===== config.mk =====
export PLATFORM = sky130hd
export DESIGN_NAME = swrl_age_cmp
export DESIGN_NICKNAME = d
export VERILOG_FILES = /design/src/sv/swrl_pkg.sv /design/src/sv/swrl_age_cmp.sv
export SDC_FILE = /design/constraint.sdc
export NUM_CORES = 1
export LEC_CHECK = 0
export ABC_AREA = 1
export BUFFER_PORTS_ARGS = -buffer_cell sky130_fd_sc_hd__buf_2
export CAP_MARGIN = 20
export CORE_ASPECT_RATIO = 1.75
export CORE_UTILIZATION = 60
export DETAILED_ROUTE_END_ITERATION = 12
export PLACE_DENSITY = 0.95
export SLEW_MARGIN = 20
export SYNTH_ARGS = -nofsm -noshare
export SYNTH_HDL_FRONTEND = slang
export SYNTH_SLANG_ARGS = --single-unit

===== constraint.sdc =====
create_clock -name vclk -period 7.9
set_clock_uncertainty 0.1 [all_clocks]
set_input_delay 1.58 -clock vclk [all_inputs]
set_output_delay 1.58 -clock vclk [all_outputs]
set_load 0.005 [all_outputs]

===== src/sv/swrl_pkg.sv =====
// Shared types, codes and defaults of the sliding-window rate limiter.
package swrl_pkg;

   localparam int DEF_NUM_SLOTS = 256;
   localparam int DEF_LOG_DEPTH = 16;
   localparam int DEF_TIME_BITS = 32;

   localparam int NUM_SCOPES = 4;
   localparam int LIMIT_W    = 5;
   localparam int WINDOW_W   = 32;
   localparam int CSR_ADDR_W = 3;
   localparam int CSR_DATA_W = 32;

   localparam logic [2:0] CMD_CONSUME = 3'd0;
   localparam logic [2:0] CMD_RESERVE = 3'd1;
   localparam logic [2:0] CMD_COMMIT  = 3'd2;
   localparam logic [2:0] CMD_CANCEL  = 3'd3;
   localparam logic [2:0] CMD_RESET   = 3'd4;

   localparam logic [1:0] ST_DONE      = 2'd0;
   localparam logic [1:0] ST_DENIED    = 2'd1;
   localparam logic [1:0] ST_NO_RESERV = 2'd2;

   localparam logic [LIMIT_W-1:0]  LIMIT_RESET [NUM_SCOPES] = '{5'd5, 5'd5, 5'd10, 5'd10};
   localparam logic [WINDOW_W-1:0] WINDOW_RESET [NUM_SCOPES] =
      '{32'd3600, 32'd60, 32'd60, 32'd60};

   typedef struct packed {
      logic [2:0]  command;
      logic [1:0]  scope;
      logic [7:0]  ip_slot;
      logic        has_user;
      logic [7:0]  user_slot;
      logic [31:0] now;
   } req_type;

   typedef struct packed {
      logic       granted;
      logic [1:0] status;
   } rsp_type;

endpackage


===== src/sv/swrl_age_cmp.sv =====
// Wraparound age of a logged timestamp compared with the scope window.
module swrl_age_cmp import swrl_pkg::*; #(
   parameter int TIME_BITS = DEF_TIME_BITS
) (
   input  logic [TIME_BITS-1:0] now,
   input  logic [TIME_BITS-1:0] stamp,
   input  logic [WINDOW_W-1:0]  window,
   output logic                 expired
);
   localparam int CW = (TIME_BITS > WINDOW_W) ? TIME_BITS : WINDOW_W;

   logic [TIME_BITS-1:0] age;

   assign age     = now - stamp;
   assign expired = CW'(age) >= CW'(window);
endmodule


Word-level counts from Yosys, hierarchy flattened

Index checks and enable logic that the tools add are counted.
W data, S select, Z words.

$add $sub $neg: 1
$lt $le $gt $ge: 1

Operators by type and width:

| kind             | count |
|---|---|
| $ge A32 B32 Y1   | 1 |
| $sub A32 B32 Y32 | 1 |

Flip-flop bits (word level): 0
Bits of input ports: 96
Output and inout port bits: 1
Logic and storage cells: 2

Longest topological paths before layout

Gate-level depths: netlist (run 1).

Word-level depth: 2
Depth in mapped cells: 21
Gate-level depth less buffers: 21

Worst setup path before layout (run 1)

Ideal clock, no wire load.

Path type: input -> output
Start: in now[0]
End: out expired
Buffers on the path: 0
Stages: 21
Path slack: 2652 ps
Data arrival time: 3568 ps
Required time: 6220 ps
Path through: inv_1 ha_1 inv_1 fa_1 nand3_1 nand3_2 nand2_1 nand2_2 nand2_2 nand2_2 nand2_1 nand2_1 nand2_1 nand2_1 ha_1 nand2_1 nor2_1 nand4_1 nor2_1 nand2_1 nand2_1

Word-level cells in the longest chain between the ends: 2

Ends and longest elaborated chain:

| what             | line               | RTL |
|---|---|---|
| from (decl)      | swrl_age_cmp.sv:5  | `input logic [TIME_BITS-1:0] now,` |
| $sub A32 B32 Y32 | swrl_age_cmp.sv:14 | `assign age = now - stamp;` |
| $ge A32 B32 Y1   | swrl_age_cmp.sv:15 | `assign expired = CW'(age) >= CW'(window);` |
| to (decl)        | swrl_age_cmp.sv:8  | `output logic expired` |

No other way between the ends.

Worst setup path after layout (run 1)

Ends and elaborated chain as after synthesis.

==> results.json, run 1 <==
{
  "period_minus_slack_ns": 5.81,
  "critPathKind": "primary input to output port",
  "synthTopCellsByCount": "235 x nand2_1, 177 x inv_1, 63 x ha_1",
  "synth_top_family_by_area": "simple AND/OR/NAND/NOR gates",
  "grt_use_met3_pct": 3.85,
  "worst_setup_start_kind": "primary input",
  "detailed_routing_iterations_pass_1": 5,
  "critPathMaxFanout": 4,
  "setup_repair_after_global_routing_missed_its_margin": "no",
  "grt_start_max_net_pins": 8,
  "ys.warnings.count": 0,
  "cts_post_setup_buffers_inserted": 0,
  "sequential_cell_total": 0,
  "hpwl_um": 9020,
  "syn_inst": 653,
  "max_cap_viol_count": 0,
  "areaGrowthSynthToFinish_pct": 16.9,
  "multiInputGateArea_sq_um": 2660,
  "synth.lib_cells_used.distinct": 24,
  "setup_viol": 0,
  "setup-tns-final_ns": 0,
  "core_sq_um": 5300,
  "mappedNetlistArea_sq_um": 3350,
  "power_leakage_nw": 2.82,
  "post_synthesis_share_of_cell_area_spent_on_and_or_nand_and_nor_gates_pct": 43.8,
  "worst_setup_path_end_kind": "output port",
  "worstMarginPinSlew_ns": 0.505,
  "wire_length_reported_by_the_detailed_router_um": 9960,
  "ant_nets": 0,
  "post_cts.resized_instances": 0,
  "antenna_cells": 0,
  "grt.overflow.total": 0,
  "grt_pass1_wl_um": 16300,
  "synth_compound_gate_area_share_pct": 7.40,
  "grt_most_used_layer": "met2",
  "grt_resource_usage_total_pct": 35.4,
  "grt_util_met2_pct": 71.6,
  "hold_class": "primary input to output port",
  "finalCoreUtilization_pct": 73.9,
  "wl_per_cell_um": 12.1,
  "dieArea_sq_um": 5890,
  "slew_headroom_pct": 66.2,
  "power_density_nw_per_um2": 78.9,
  "post_drt_via_cell_ratio": 4.99,
  "outcome": "completed",
  "min-delay-start": "window[31]",
  "cp_common_cell": "nand2_1",
  "boundaryPins": 97,
  "path_cells": "buf_2 > inv_1 > ha_1 > inv_1 > fa_1 > nand3_1 > nand3_2 > nand2_1 > nand2_2 > nand2_2 > nand2_2 > nand2_1 > nand2_1 > nand2_1 > nand2_1 > ha_1 > nand2_1 > nor2_1 > nand4_1 > nor2_1 > nand2_1 > nand2_1 > buf_2",
  "drt_drc_violations_left": 0,
  "netlist.area_leader.share_pct": 26.3,
  "syn-mean-instance-area_sq_um": 5.13,
  "hold_violations": 0,
  "die_height_um": 101,
  "worst_ir_drop_vdd_mv": 0.0404,
  "route.vias.total": 4110,
  "critPathMaxStageDelay_ns": 0.45,
  "fin_crit_sh_pct": 73.5,
  "fp.dieW_um": 58.5,
  "nNetsFinal": 911,
  "detail_route.iter0.violations": 99,
  "antenna_found_initial": 0,
  "crit_path_top_delay_cell": "fa_1",
  "layout-drive-gt1-share_pct": 17.8,
  "postCtsHoldBufs": 0,
  "synth_xor_area_share_pct": 4.19,
  "post_synth_main_area_contributors": "nand2_1 26%, ha_1 24%, inv_1 20%",
  "initial_core_util_pct": 63.2,
  "post_synth_fa_ha_maj_area_fraction_pct": 24.1,
  "register_area_sq_um": 0,
  "cp_data_arrival_time_ns": 4.13,
  "synthMostInstantiatedCell": "nand2_1",
  "min_to": "expired",
  "grt_pass1_vias": 4120,
  "placement.io_buffers": 97,
  "synth_top_area_cell": "nand2_1",
  "synth.area.mux_share_pct": 0,
  "synth_fp_nets": 813,
  "rows": 35,
  "min_path_cells": 8,
  "grt.met1_usage_pct": 27.3,
  "drv_slew": 0,
  "ys_seq_area_share_pct": 0,
  "fmaxAchievable_ghz": 0.172,
  "clock_buffer_count": 0,
  "crit_required_ns": 6.22,
  "nFillCells": 505,
  "gp_congestion": 0.959
}
layer usage:
metal	share of wire, %	routed length (um)
met2	53	5320
met3	4.7	472
met1	31	3070
met4	11	1100
met5	0	0
worst max-delay path, delay by kind of cell:
family / cells / cell delay, ns
simple gates: 16 / 1.35
fa+ha+maj: 3 / 0.87
buf+inv: 4 / 0.34
cells in the final DEF (no fill, tap or decap), types with 5 or more instances in the layout:
master	netlist	routed
ha_1	63	63
xor2_1	15	15
nor2_1	43	43
buf_2	0	97
nand2_1	235	235
a21oi_1	35	35
nand4_1	7	7
inv_1	177	177
o21ai_0	5	5
nand3_1	26	26
nand2_2	20	20
cell families after synthesis:
group	after synthesis
xor gates and xnor gates	16
buffers and inverters	181
AOI/OAI and AO/OA	46
and+or+nand+nor	346
adders and majority gates	64
worst max path at each step:
stage               startpoint  endpoint  slack (ns)  cells after the start
CTS                     now[0]   expired        2.12                     23
global route            now[0]   expired        1.84                     23
detailed placement      now[0]   expired        2.13                     23
floorplan               now[0]   expired        2.65                     21
global placement        now[0]   expired        2.20                     23
finish                  now[0]   expired        2.09                     23
per-stage QoR:
stage	instances	worst slack (ns)	hold slack, ns	power [mW]	cell area [sq um]
6_report	823	2.09	3.65	0.309	3920
3_5_place_dp	823	2.13	3.66	0.303	3920
5_1_grt	823	1.84	3.73	0.352	3920
3_3_place_gp	823	2.20	3.64	0.290	3920
4_1_cts	823	2.12	3.66	0.304	3920
2_1_floorplan	653	2.65	3.42	0.212	3350
cell type report:
| cell class | count | share of cell area (%) |
|---|---|---|
| well taps | 74 | 2.36 |
| multi-input cells | 472 | 68.0 |
| repair buffers | 97 | 12.4 |
| inverters | 180 | 17.3 |
power breakdown:
group	internal, mW	total [mW]	leakage (nW)	switching (mW)
Sequential	0	0	0	0
Combinational	0.118	0.309	2.82	0.191
Clock	0	0	0	0
Total	0.118	0.309	2.82	0.191
No activity file was read; power rests on OpenSTA's default activity.
==> run 2: changes to the inputs <==
ABC_AREA = 0   (was 1)
CORE_UTILIZATION = 48   (was 60)
PLACE_DENSITY = 0.88   (was 0.95)
clock period = 4.75 ns   (was 7.9 ns; I/O delays follow)
==> run 2 against run 1 <==
Against the previous run:
- the run now ends with negative setup slack left
- via count decreased by 13%
- count of clock-buffer cells in the layout unchanged
- combinational power increased by 100%
- worst setup slack got worse by 2.7 ns
- critical path type unchanged
- largest cell class unchanged
- largest power group unchanged
==> results.json, run 2 <==
{
  "outcome": "complete, but fails checks",
  "violations": "negative setup slack",
  "hold_class": "primary input to output port",
  "netSwitchingFraction_pct": 50.3,
  "synthMostInstantiatedCell": "inv_1",
  "fmaxAchievable_ghz": 0.187,
  "postCtsHoldBufs": 0,
  "drt_drc_violations_left": 0,
  "detailed_routing_iterations_pass_1": 5,
  "power_density_nw_per_um2": 157,
  "detailed_place.area_sq_um": 3710,
  "synth_top_area_cell": "ha_1",
  "synth_fp_nets": 534,
  "synth.lib_cells_used.distinct": 50,
  "synthTopCellsByCount": "64 x inv_1, 63 x ha_1, 40 x a21oi_1",
  "core_sq_um": 5300,
  "ant_nets": 0,
  "grt_start_max_net_pins": 10,
  "clockPowerShare_pct": 0,
  "crit_required_ns": 3.70,
  "post_drt_via_cell_ratio": 5.78,
  "grt.overflow.total": 0,
  "clock_buffer_count": 0,
  "power_switching_uw": 313,
  "antenna_found_initial": 0,
  "detail_route.iter0.violations": 206,
  "antenna_cells": 0,
  "worstMarginPinSlew_ns": 0.522,
  "power_leakage_nw": 2.31,
  "worst_setup_start_kind": "primary input",
  "dieArea_sq_um": 5820,
  "mappedNetlistArea_sq_um": 2640,
  "worst_ir_drop_vdd_mv": 0.0908,
  "cp_data_arrival_time_ns": 4.30,
  "final-instance-count-excl-fill": 617,
  "boundaryPins": 97,
  "ys.warnings.count": 0,
  "finalInstanceArea_sq_um": 3960,
  "power_report.internal_total_uw": 309,
  "worst_setup_path_end_kind": "output port",
  "setup_viol": 1,
  "register_area_sq_um": 0,
  "netlist.area_leader.share_pct": 29.8,
  "hold_violations": 0,
  "wire_length_reported_by_the_detailed_router_um": 9650,
  "setup_ws_ns": -0.595,
  "fp.dieW_um": 58.1,
  "setup_repair_after_global_routing_missed_its_margin": "yes",
  "comb_power_share_pct": 100.0,
  "die_height_um": 100,
  "route.vias.total": 3564,
  "slew_headroom_pct": 64.7,
  "initial_core_util_pct": 49.8,
  "design_power_total_uw": 622,
  "hpwl_um": 7540,
  "power.sequential.fraction_pct": 0,
  "syn-mean-instance-area_sq_um": 7.06,
  "fin_crit_sh_pct": 113,
  "placement.io_buffers": 97,
  "most-common-layout-cells": "96 x buf_2, 84 x buf_4, 62 x inv_1, 62 x ha_1, 34 x a21oi_1",
  "critPathMaxFanout": 3,
  "gp_congestion": 0.966,
  "grt_pass1_vias": 3660,
  "layout-drive-gt1-share_pct": 39.2,
  "nNetsFinal": 705,
  "sequential_cell_total": 0,
  "critPathKind": "primary input to output port",
  "areaGrowthSynthToFinish_pct": 50.0,
  "commonest_non_fill_non_tap_cell_in_the_layout": "buf_2",
  "drv_slew": 0,
  "max_cap_viol_count": 0,
  "grt_resource_usage_total_pct": 31.9,
  "grt_pass1_wl_um": 14900,
  "syn_inst": 374,
  "period_minus_slack_ns": 5.35,
  "post_synth_main_area_contributors": "ha_1 30%, inv_1 9.1%, a21o_1 8.5%",
  "wl_per_cell_um": 15.6,
  "rows": 35,
  "dp_cells": 606,
  "ys_seq_area_share_pct": 0
}
-- run 2: cell count changes after synthesis, moves of 7 or more --
cell	delta
a21o_1	+29
inv_1	-113
nand2_1	-215
nand2_2	-20
nand3_1	-18
nand4_1	+7
nor2_1	-32
xnor2_1	+15
-- run 2: per-layer routing --
layer  up-vias  track usage [%]  share of wire [%]  wire (um)
li1       1689                -                  -          -
met1      1612             28.0                 33       3150
met2       196             65.0                 55       5280
met3        67             1.80                4.4        425
met4         0             21.1                8.2        794
met5         -                0                  0          0
-- run 2: repair_timing --
action | CTS | global route
gates cloned | 0 | 0
buffers inserted | 5 | 6
setup endpoints to repair | 1 | 1
pin swaps | 30 | 19
gates resized for setup | 23 | 9
endpoints found under the hold margin | 0 | 0
-- run 2: cell type report --
cell class	instances	area, sq um
tap	74	92.6
multi-input combinational	298	2500
inverter	64	243
fill	403	1340
timing repair buffer	181	1120
-- run 2: worst max-delay path, stage by stage --
cell	delay, ns
buf_6	0.10
inv_4	0.05
ha_4	0.14
inv_2	0.04
fa_2	0.33
a21o_1	0.19
a221oi_2	0.21
buf_4	0.17
buf_4	0.12
o31a_4	0.15
o21ai_2	0.08
a21o_1	0.17
a21oi_2	0.13
xnor2_1	0.13
ha_1	0.27
a21o_1	0.19
a21oi_2	0.16
nand2_1	0.09
o31ai_2	0.30
o211ai_1	0.16
buf_2	0.16
-- run 2: kinds of logic after synthesis --
group,count (synthesis),synth area share [%]
simple gates,83,17.0
mux,1,0.426
compound gates,121,31.3
buf+inv,76,11.1
fa+ha+maj,64,30.6
xor+xnor,29,9.62
-- run 2: final timing paths --
kind                   start      end  slack, ns  cells past startpoint
setup / recovery      now[0]  expired      -0.60                     21
hold / removal    window[31]  expired       2.38                      6
-- run 2: metrics by stage --
stage               setup WS (ns)  hold WS [ns]  utilization [%]  setup TNS (ns)
detailed placement         -0.700          2.34             70.1          -0.700
global route               -0.738          2.41             74.8          -0.738
CTS                        -0.423          2.35             72.9          -0.423
floorplan                  -0.134          2.09                -          -0.134
finish                     -0.595          2.38             74.8          -0.595
global placement           -0.587          2.32             70.1          -0.587
-- run 2: power by group through the flow --
stage / registers [mW] / clock network [mW] / logic, mW
3_5_place_dp: 0 / 0 / 0.538
6_report: 0 / 0 / 0.622
3_3_place_gp: 0 / 0 / 0.514
4_1_cts: 0 / 0 / 0.573
2_1_floorplan: 0 / 0 / 0.327
5_1_grt: 0 / 0 / 0.676
